--- config.mk ---
export PLATFORM = sky130hd
export DESIGN_NAME = rgb_to_hsv_convert_unit
export DESIGN_NICKNAME = d
export VERILOG_FILES = /design/src/rtl/rhc_pkg.sv /design/src/rtl/rgb_to_hsv_convert_unit.sv /design/src/rtl/rhc_front.sv /design/src/rtl/rhc_divider.sv
export SDC_FILE = /design/constraint.sdc
export NUM_CORES = 1
export LEC_CHECK = 0
export BUFFER_PORTS_ARGS = -buffer_cell sky130_fd_sc_hd__buf_2
export CORE_MARGIN = 10
export CORE_UTILIZATION = 59
export CTS_BUF_LIST = sky130_fd_sc_hd__clkbuf_4 sky130_fd_sc_hd__clkbuf_8 sky130_fd_sc_hd__clkbuf_16
export CTS_CLUSTER_SIZE = 14
export DETAILED_ROUTE_END_ITERATION = 16
export GPL_ROUTABILITY_DRIVEN = 0
export GPL_TIMING_DRIVEN = 0
export MAX_ROUTING_LAYER = met4
export PLACE_DENSITY = 0.76
export SLEW_MARGIN = 20
export SYNTH_ARGS = -nofsm -noshare
export SYNTH_HDL_FRONTEND = slang
export SYNTH_SLANG_ARGS = --single-unit
export TNS_END_PERCENT = 100
--- constraint.sdc ---
create_clock -name clock -period 25.2 [get_ports clock]
set_input_delay 5.04 -clock clock [delete_from_list [all_inputs] [get_ports clock]]
set_output_delay 5.04 -clock clock [all_outputs]
set_load 0.05 [all_outputs]
--- src/rtl/rhc_pkg.sv ---
// Shared widths, types and constants for the RGB to HSV converter.
// No dependencies; imported by every module of the block.
`default_nettype none

package rhc_pkg;

   // channel and quotient widths
   localparam int CH_W      = 8;
   localparam int QUO_W     = 8;
   localparam int DIFF_W    = CH_W + 1;
   // hue: num < 6*delta <= 1530, dividend 255*num < 2^19
   localparam int HUE_DEN_W = 11;
   localparam int HUE_NUM_W = HUE_DEN_W + QUO_W;
   // saturation: dividend 255*delta < 2^16, divisor is the max channel
   localparam int SAT_DEN_W = CH_W;
   localparam int SAT_NUM_W = CH_W + QUO_W;
   // front end has two stages, the dividers one per quotient bit
   localparam int FRONT_STAGES = 2;
   localparam int LATENCY      = FRONT_STAGES + QUO_W;

   // which channel holds the maximum
   typedef enum logic [1:0] {
      SECT_RED   = 2'd0,
      SECT_GREEN = 2'd1,
      SECT_BLUE  = 2'd2
   } sector_type;

   // first front stage: max, chroma, sector and signed channel difference
   typedef struct packed {
      logic [CH_W-1:0]          hi;
      logic [CH_W-1:0]          delta;
      sector_type               sector;
      logic signed [DIFF_W-1:0] diff;
   } stage_a_type;

   // second front stage: operands of both divisions
   typedef struct packed {
      logic [CH_W-1:0]      brightness;
      logic [HUE_NUM_W-1:0] hue_num;
      logic [HUE_DEN_W-1:0] hue_den;
      logic [SAT_NUM_W-1:0] sat_num;
      logic [SAT_DEN_W-1:0] sat_den;
   } front_out_type;

endpackage

`default_nettype wire

--- src/rtl/rgb_to_hsv_convert_unit.sv ---
// Top level of the 8-bit RGB to HSV converter.
// Depends on rhc_pkg, rhc_front and rhc_divider.
//
// Usage:
//   req channel: one pixel per item, tdata = red[7:0], green[15:8],
//   blue[23:16]. rsp channel: one HSV item per pixel, tdata = hue[7:0],
//   saturation[15:8], brightness[23:16], in the order of the pixels.
//   Ten register stages: two front stages (max/min/sector, then operand
//   forming) and eight divider stages, one quotient bit each, with hue
//   and saturation divided side by side. Throughput is one item per
//   cycle. The whole pipeline advances together; it holds only while
//   the output register is full and rsp_tready is low. Empty slots
//   inside the pipeline hold as well. A stall holds every stage, so no
//   item is lost or repeated. Reset clears all valid bits and holds
//   req_tready low; the block is ready in the first cycle after reset.
//   Grey pixels give hue and saturation of zero.
`default_nettype none

module rgb_to_hsv_convert_unit
   import rhc_pkg::*;
(
   input  wire logic        clock,
   input  wire logic        reset,
   input  wire logic        req_tvalid,
   output logic             req_tready,
   input  wire logic [23:0] req_tdata,  // red[7:0], green[15:8], blue[23:16]
   output logic             rsp_tvalid,
   input  wire logic        rsp_tready,
   output logic      [23:0] rsp_tdata   // hue[7:0], saturation[15:8], brightness[23:16]
);

   logic                en;
   logic [LATENCY-1:0]  valid_ff;
   logic [LATENCY-1:0]  valid_in;
   logic [CH_W-1:0]     bright_ff [QUO_W];
   front_out_type       front_out;
   logic [QUO_W-1:0]    hue;
   logic [QUO_W-1:0]    sat;

   // advance whenever the output slot is free or being taken
   assign en         = !valid_ff[LATENCY-1] || rsp_tready;
   assign req_tready = en && !reset;

   // valid bits travel with the data
   assign valid_in = {valid_ff[LATENCY-2:0], req_tvalid};

   always_ff @(posedge clock) begin
      if (reset) begin
         valid_ff <= '0;
      end else if (en) begin
         valid_ff <= valid_in;
      end
   end

   rhc_front u_front (
      .clock     (clock),
      .en        (en),
      .red       (req_tdata[7:0]),
      .green     (req_tdata[15:8]),
      .blue      (req_tdata[23:16]),
      .front_out (front_out)
   );

   rhc_divider #(
      .NUM_W (HUE_NUM_W),
      .DEN_W (HUE_DEN_W)
   ) u_hue_div (
      .clock   (clock),
      .en      (en),
      .num_in  (front_out.hue_num),
      .den_in  (front_out.hue_den),
      .quo_out (hue)
   );

   rhc_divider #(
      .NUM_W (SAT_NUM_W),
      .DEN_W (SAT_DEN_W)
   ) u_sat_div (
      .clock   (clock),
      .en      (en),
      .num_in  (front_out.sat_num),
      .den_in  (front_out.sat_den),
      .quo_out (sat)
   );

   // delay brightness alongside the divider stages
   always_ff @(posedge clock) begin
      if (en) begin
         bright_ff[0] <= front_out.brightness;
         for (int i = 1; i < QUO_W; i++) begin
            bright_ff[i] <= bright_ff[i-1];
         end
      end
   end

   assign rsp_tvalid = valid_ff[LATENCY-1];
   assign rsp_tdata  = {bright_ff[QUO_W-1], sat, hue};

   // hue stays below a full circle
   a_hue_range: assert property (@(posedge clock) disable iff (reset)
      rsp_tvalid |-> (rsp_tdata[7:0] != 8'hFF))
      else $error("hue reached 255");

   // black pixel is grey: no hue, no saturation
   a_black_grey: assert property (@(posedge clock) disable iff (reset)
      (rsp_tvalid && rsp_tdata[23:16] == 8'h00) |->
      (rsp_tdata[15:8] == 8'h00 && rsp_tdata[7:0] == 8'h00))
      else $error("black pixel with hue or saturation");

   // zero saturation only for grey, which has zero hue
   a_sat_hue: assert property (@(posedge clock) disable iff (reset)
      (rsp_tvalid && rsp_tdata[15:8] == 8'h00) |-> (rsp_tdata[7:0] == 8'h00))
      else $error("hue without saturation");

endmodule

`default_nettype wire

--- src/rtl/rhc_front.sv ---
// Front end of the converter: finds max, min and sector, then forms the
// dividends and divisors of hue and saturation. Two register stages.
// Depends on rhc_pkg.
`default_nettype none

module rhc_front
   import rhc_pkg::*;
(
   input  wire logic          clock,
   input  wire logic          en,
   input  wire logic [CH_W-1:0] red,
   input  wire logic [CH_W-1:0] green,
   input  wire logic [CH_W-1:0] blue,
   output front_out_type      front_out
);

   stage_a_type   a_in, a_ff;
   front_out_type b_in, b_ff;

   logic [CH_W-1:0]       lo;
   logic [HUE_DEN_W-1:0]  six_d;
   logic [HUE_DEN_W-1:0]  base;
   logic signed [HUE_DEN_W:0] num_s;
   logic [HUE_DEN_W-1:0]  num;

   // pick the sector: red wins ties over green, green over blue
   always_comb begin
      a_in = '0;
      if (red >= green && red >= blue) begin
         a_in.sector = SECT_RED;
         a_in.hi     = red;
         a_in.diff   = $signed({1'b0, green}) - $signed({1'b0, blue});
      end else if (green >= blue) begin
         a_in.sector = SECT_GREEN;
         a_in.hi     = green;
         a_in.diff   = $signed({1'b0, blue}) - $signed({1'b0, red});
      end else begin
         a_in.sector = SECT_BLUE;
         a_in.hi     = blue;
         a_in.diff   = $signed({1'b0, red}) - $signed({1'b0, green});
      end
      lo = (red <= green) ? red : green;
      lo = (lo <= blue) ? lo : blue;
      a_in.delta = a_in.hi - lo;
   end

   always_ff @(posedge clock) begin
      if (en) begin
         a_ff <= a_in;
      end
   end

   // form hue numerator from sector offset, wrap negative red sector
   always_comb begin
      six_d = (HUE_DEN_W'(a_ff.delta) << 2) + (HUE_DEN_W'(a_ff.delta) << 1);
      case (a_ff.sector)
         SECT_RED:   base = a_ff.diff[DIFF_W-1] ? six_d : '0;
         SECT_GREEN: base = HUE_DEN_W'(a_ff.delta) << 1;
         SECT_BLUE:  base = HUE_DEN_W'(a_ff.delta) << 2;
         default:    base = '0;
      endcase
      num_s = $signed({1'b0, base}) + (HUE_DEN_W+1)'(a_ff.diff);
      num   = num_s[HUE_DEN_W-1:0];

      b_in.brightness = a_ff.hi;
      if (a_ff.delta == '0) begin
         // grey pixel: zero dividends give zero hue and saturation
         b_in.hue_num = '0;
         b_in.hue_den = HUE_DEN_W'(1);
         b_in.sat_num = '0;
         b_in.sat_den = SAT_DEN_W'(1);
      end else begin
         b_in.hue_num = (HUE_NUM_W'(num) << QUO_W) - HUE_NUM_W'(num);
         b_in.hue_den = six_d;
         b_in.sat_num = (SAT_NUM_W'(a_ff.delta) << QUO_W) - SAT_NUM_W'(a_ff.delta);
         b_in.sat_den = a_ff.hi;
      end
   end

   always_ff @(posedge clock) begin
      if (en) begin
         b_ff <= b_in;
      end
   end

   assign front_out = b_ff;

endmodule

`default_nettype wire

--- src/rtl/rhc_divider.sv ---
// Pipelined restoring divider, one quotient bit per register stage.
// The quotient must fit in QUO_W bits. Depends on rhc_pkg.
`default_nettype none

module rhc_divider
   import rhc_pkg::*;
#(
   parameter int NUM_W = 16,
   parameter int DEN_W = 8
) (
   input  wire logic             clock,
   input  wire logic             en,
   input  wire logic [NUM_W-1:0] num_in,
   input  wire logic [DEN_W-1:0] den_in,
   output logic      [QUO_W-1:0] quo_out
);

   localparam int W = (NUM_W > DEN_W + QUO_W) ? NUM_W : DEN_W + QUO_W;

   logic [W-1:0]     rem_ff [QUO_W-1];
   logic [DEN_W-1:0] den_ff [QUO_W-1];
   logic [QUO_W-1:0] quo_ff [QUO_W];

   for (genvar k = 0; k < QUO_W; k++) begin : g_step
      localparam int BIT = QUO_W - 1 - k;

      logic [W-1:0]     rem_src;
      logic [W-1:0]     den_sh;
      logic [DEN_W-1:0] den_src;
      logic [QUO_W-1:0] quo_src;
      logic [QUO_W-1:0] quo_in;
      logic             ge;

      if (k == 0) begin : g_first
         assign rem_src = W'(num_in);
         assign den_src = den_in;
         assign quo_src = '0;
      end else begin : g_next
         assign rem_src = rem_ff[k-1];
         assign den_src = den_ff[k-1];
         assign quo_src = quo_ff[k-1];
      end

      // trial subtract of the shifted divisor decides this bit
      assign den_sh = W'(den_src) << BIT;
      assign ge     = (rem_src >= den_sh);

      always_comb begin
         quo_in      = quo_src;
         quo_in[BIT] = ge;
      end

      always_ff @(posedge clock) begin
         if (en) begin
            quo_ff[k] <= quo_in;
         end
      end

      // carry remainder and divisor only where a later stage needs them
      if (k < QUO_W - 1) begin : g_carry
         logic [W-1:0] rem_in;
         assign rem_in = ge ? (rem_src - den_sh) : rem_src;
         always_ff @(posedge clock) begin
            if (en) begin
               rem_ff[k] <= rem_in;
               den_ff[k] <= den_src;
            end
         end
      end
   end

   assign quo_out = quo_ff[QUO_W-1];

endmodule

`default_nettype wire

# Word level (Yosys, flattened, before mapping)
# Memory sizes are Yosys's and may differ from the RTL's.
# Cells that the tools add are included.
word_totals:
  out_inout_bits: 26
  register_bits: 99
  input_bits: 28
  mem_bits_rw: 570
  memories: 7
mem_list:
  columns: ["name", "depth", "width", "read_ports", "rd_ports_with_merged_regs", "wr", "line", "rtl"]
  rows:
  - ["u_hue_div.rem_ff", 7, 19, 7, 0, 7, "rhc_divider.sv:20", "logic [W-1:0] rem_ff [QUO_W-1];"]
  - ["u_sat_div.rem_ff", 7, 16, 7, 0, 7, "rhc_divider.sv:20", null]
  - ["u_hue_div.den_ff", 7, 11, 7, 0, 7, "rhc_divider.sv:21", "logic [DEN_W-1:0] den_ff [QUO_W-1];"]
  - ["bright_ff", 8, 8, 8, 0, 8, "rgb_to_hsv_convert_unit.sv:35", "logic [CH_W-1:0] bright_ff [QUO_W];"]
  - ["u_hue_div.quo_ff", 8, 8, 8, 0, 8, "rhc_divider.sv:22", "logic [QUO_W-1:0] quo_ff [QUO_W];"]
  - ["u_sat_div.quo_ff", 8, 8, 8, 0, 8, "rhc_divider.sv:22", null]
  - ["+1 memories", null, null, null, null, null, null, null]
classes:
  n_mux: 24
  magnitude_cmp: 21
  reduce_logical: 7
  eq_ne: 2
  add_sub_neg: 22
op_table:
  columns: ["cell", "n"]
  rows:
  - ["$mux 19", 7]
  - ["$mux 16", 7]
  - ["$pmux 11 s3", 1]
  - ["$mux 8", 4]
  - ["$sub 8x8->9", 3]
  - ["$ge 8x8->1", 3]
  - ["$mux 11", 2]
  - ["$ge 19x11->1", 1]
  - ["$ge 19x12->1", 1]
  - ["$ge 19x13->1", 1]
  - ["$ge 19x14->1", 1]
  - ["$ge 19x15->1", 1]
  - ["$ge 19x16->1", 1]
  - ["$ge 19x17->1", 1]
  - ["$ge 19x18->1", 1]
  - ["$sub 19x11->19", 1]
  - ["$sub 19x12->19", 1]
  - ["$sub 19x13->19", 1]
  - ["$sub 19x14->19", 1]
  - ["$sub 19x15->19", 1]
  - ["$sub 19x16->19", 1]
  - ["$sub 19x17->19", 1]
  - ["$sub 19x18->19", 1]
  - ["$ge 16x10->1", 1]
  - ["28 further kinds", 32]

# Logic depth before layout (Yosys ltp)
depth:
  depth_word: 5
  ltp_mapped: 25
  depth_no_buf: 25

# Modules after synthesis
# A second synthesis with hierarchy kept.
unflattened:
  cells_unflattened: 2725
  hier_area_um2: 32630.0
by_module_without_submodules:
  columns: ["mod", "cells_each", "n_inst", "seq_area_each_um2", "area_each_um2"]
  rows:
  - ["rhc_divider (u_hue_div)", 1106, 1, 7387.1, 13377.8]
  - ["rhc_divider (u_sat_div)", 825, 1, 6125.9, 10257.3]
  - ["rhc_front", 686, 1, 2612.5, 6615.1]
  - ["rgb_to_hsv_convert_unit", 108, 1, 2122.0, 2379.8]

# Least setup slack after synthesis
# Ideal clock, no wire load.
synth_timing:
  path_kind: "input to register"
  startpoint: "input rsp_tready"
  endpoint: "memory bright_ff[0][0], enable pin"
  arrival_ns: 15.921
  setup_time_ns: 4.664
  path_buffers: 0
  path_stages: 2
  required_time_ns: 20.536
  path_slack_ns: 4.615
  cell_sequence: "nor2b_1 -> clkinv_1"
synth_rtl:
  columns: ["element", "line", "rtl"]
  rows:
  - ["start, declared", "rgb_to_hsv_convert_unit.sv:28", "input wire logic rsp_tready,"]
  - ["end, declared", "rgb_to_hsv_convert_unit.sv:35", null]

# Worst setup path after layout
layout_timing:
  startpoint: "input rsp_tready"
  endpoint: "output req_tready"
layout_via:
  elab_chain_cells: 2
layout_rtl:
  columns: ["element", "line", "rtl"]
  rows:
  - ["$logic_or 1x1->1", "rgb_to_hsv_convert_unit.sv:41", "assign en = !valid_ff[LATENCY-1] || rsp_tready;"]
  - ["$logic_and 1x1->1", "rgb_to_hsv_convert_unit.sv:42", "assign req_tready = en && !reset;"]
  - ["end, declared", "rgb_to_hsv_convert_unit.sv:25", "output logic req_tready,"]
# Every way passes these cells.

==> insert_results.sql <==
INSERT INTO impl_metrics (metric_group, metric, value, unit) VALUES
('status', 'run_status', 'finished, final reports clean', ''),
('drt', 'detail_route.iter0.violations', '1331', ''),
('worst_setup_path', 'path_common_cell', 'buf_2', ''),
('sta', 'timing.fmax', '89.80', 'MHz'),
('floorplan', 'fp.dieH', '250.2', 'um'),
('cts', 'htree_levels', '2', ''),
('yosys', 'yosys.area_share.simple', '11.20', '%'),
('yosys', 'async_flop_share', '0', '%'),
('cts', 'cts.root.buffer_cell', 'clkbuf_16', ''),
('power', 'netSwitchingPower', '1.969', 'mW'),
('floorplan', 'start_util', '59.48', '%'),
('layout', 'antenna_cells_inserted', '0', ''),
('yosys', 'synthDistinctLibCells', '94', ''),
('floorplan', 'coreArea', '52550', 'um2'),
('yosys', 'yosysWarnings', '0', ''),
('floorplan', 'horiz_die_dim', '250.2', 'um'),
('run', 'drv_cap', '0', ''),
('power', 'cellPowerDensity', '152.2', 'nW/um2'),
('worst_setup_path', 'critPathKind', 'in2out', ''),
('yosys', 'postSynthCellCount', '2632', ''),
('drt', 'drt-wirelength-per-cell', '16.60', 'um'),
('drt', 'final_routed_wirelength', '57910', 'um'),
('hold_path', 'holdCritPathClass', 'reg2reg', ''),
('grt', 'vias_in_the_first_global_route', '20110', ''),
('sta', 'grt_setup_unrepaired', 'false', ''),
('cts', 'cts_hold_repair.buffers', '0', ''),
('worst_setup_path', 'critical_path_peak_fanout', '10', ''),
('yosys', 'synthFlopType', 'edfxtp_1', ''),
('grt', 'globalRoute.totalOverflow', '0', ''),
('layout', 'flow.area_growth_from_synthesis', '10.37', '%'),
('grt', 'grtUsageTotal', '18.52', '%'),
('worst_setup_path', 'worst_setup_path_start_kind', 'input port', ''),
('power', 'internal_power', '3.281', 'mW'),
('power', 'vdd.ir_drop.worst', '0.00008940', 'V'),
('yosys', 'main_combinational_cell_family_by_area_after_synthesis', 'simple AND/OR/NAND/NOR gates', ''),
('sta', 'maxSlewViolCount', '0', ''),
('yosys', 'synthesis.nets', '2901', ''),
('sta', 'fin_setup_tns', '0', 'ps'),
('yosys', 'synth_enable_flop_cells', '588', ''),
('layout', 'finish.net_count', '3024', ''),
('cts', 'cts_tree', 'done', ''),
('layout', 'postLayoutCoreUtil', '65.65', '%'),
('floorplan', 'boundaryPins', '54', ''),
('place', 'port_buffers', '53', ''),
('yosys', 'synth_top_cell_area_share', '56.49', '%'),
('yosys', 'post_synth_mux_area_share', '1.277', '%'),
('cts', 'post-cts-setup-buffer-count', '0', ''),
('cts', 'cts_max_path_buffers', '3', ''),
('grt', 'initial_antenna_violation_count', '0', ''),
('sta', 'final.period_utilization', '44.19', '%'),
('sta', 'slew-limit-headroom', '29.95', '%'),
('cts', 'numCtsBuffers', '61', ''),
('power', 'sw_frac_of_total', '37.51', '%'),
('worst_setup_path', 'cell_by_cell_trace_of_the_critical_path', 'buf_2 -> nor2b_1 -> clkbuf_1 -> nor2_1 -> buf_2', ''),
('cts', 'cts_sinks', '598', ''),
('yosys', 'dominant_cell_by_count_in_the_synthesized_netlist', 'edfxtp_1', ''),
('cts', 'clock_insertion_delay_worst_skew', '620', 'ps'),
('yosys', 'yosys.area.top_type', 'edfxtp_1', ''),
('sta', 'fin_worst_hold_slack', '414.2', 'ps'),
('power', 'total_leakage_power', '14.02', 'nW'),
('worst_setup_path', 'worst_ep_arrival_time', '6100', 'ps'),
('yosys', 'post_synthesis_mean_instance_area', '11.88', 'um2'),
('worst_setup_path', 'worstPathRequired', '20160', 'ps'),
('power', 'comb_power_share', '46.3', '%'),
('drt', 'total_number_of_vias', '20070', ''),
('sta', 'final.min_clock_period', '11140', 'ps'),
('yosys', 'fraction_of_the_mapped_netlist_area_in_compound_gates', '10.98', '%'),
('cts', 'post_cts_resize_count', '0', ''),
('yosys', 'synthesis.area', '31260', 'um2'),
('drt', 'drtAntennaViolNets', '0', ''),
('yosys', 'yosys-top-cells-count', 'edfxtp_1 (588), inv_1 (257), ha_1 (221), nor2_1 (185), nand2_1 (179)', '');
-- final timing paths --
check                                             from                       to  slack (ps)  cells after the start
worst max-delay path                        rsp_tready               req_tready       14060                      5
worst min-delay path            u_hue_div.quo_ff[1][3]  u_hue_div.quo_ff[1][11]         410                      0
worst max register to register        u_front.a_ff[13]    u_front.front_out[50]       19520                     23
worst min register to register  u_hue_div.quo_ff[1][3]  u_hue_div.quo_ff[1][11]         410                      0
-- per-layer routing --
layer  part of all wire (%)  track usage, %
met3                    3.9           2.529
met4                    4.6           9.570
met2                     54           34.41
met1                     38           18.61
met5                      0               -
-- worst max-delay path: cells and delay by family --
kind,cells,cell delay (ps)
buffers and inverters,3,680
and+or+nand+nor,2,370
-- stage by stage --
step	worst slack (ps)	cell area (um2)	instances	power [mW]
global placement	-191.6	32380	3373	4.216
CTS	14040	34500	3489	5.242
finish	14060	34500	3489	5.250
global route	13920	34500	3489	5.626
floorplan	4615	31260	2632	3.786
detailed placement	14060	32580	3380	4.357
-- placed cells by master (no fill, tap or decap), types with 8 or more instances in the layout --
master and instances:
or2_2 12, nor2b_1 64, o31a_1 9, clkbuf_16 61
nand2b_1 29, nand2_1 179, nor4_1 23, a31oi_1 15
mux2_2 15, nor3_1 60, buf_4 11, nor2_1 185
o21a_1 25, dfxtp_1 10, or3_1 19, o211ai_1 9
o31ai_1 11, a21boi_0 8, a21oi_1 176, clkinv_1 17
a211oi_1 15, mux2i_1 23, o21ai_0 156, nand3_1 35
and2_1 9, ha_1 221, o21bai_1 11, inv_1 257
clkbuf_1 33, a21o_1 50, xnor2_1 107, xor2_1 78
clkinv_2 8, nand4_1 30, fa_1 20, edfxtp_1 588
buf_2 60, clkbuf_4 14
-- state kept, by name, indices dropped and copies added (netlist names) --
signal	count
valid_ff	10
u_sat_div.den_ff	56
u_front.front_out	60
bright_ff	64
u_hue_div.rem_ff	133
u_hue_div.den_ff	75
u_hue_div.quo_ff	36
u_front.a_ff	27
u_sat_div.rem_ff	101
u_sat_div.quo_ff	36
-- layout make-up --
cell class                 count  share of cell area, %
buffer                        51                 0.6999
clock inverter                34                 0.8305
timing repair buffer          60                  1.327
sequential                   598                  51.76
tap                          688                  2.495
inverter                     258                  2.821
multi-input combinational   1725                  35.34
clock buffer                  75                  4.729
-- power groups by stage --
stage          sequential, mW  combinational (mW)  clock (mW)
2_1_floorplan            1.90                1.88           0
3_3_place_gp             1.96                2.26           0
3_5_place_dp             1.97                2.38           0
4_1_cts                  1.96                2.41       0.879
5_1_grt                  2.00                2.71       0.916
6_report                 1.96                2.43       0.862
-- cells by family (layout without fill, tap and decap cells) --
logic type / Yosys count / after routing
buffers and inverters: 309 / 478
multiplexers: 38 / 38
flip-flops: 598 / 598
XOR/XNOR: 189 / 189
adder cells (fa/ha/maj): 241 / 241
AO/OA/AOI/OAI: 556 / 556
AND/OR/NAND/NOR: 701 / 701
No activity file was read; power rests on OpenSTA's default activity.
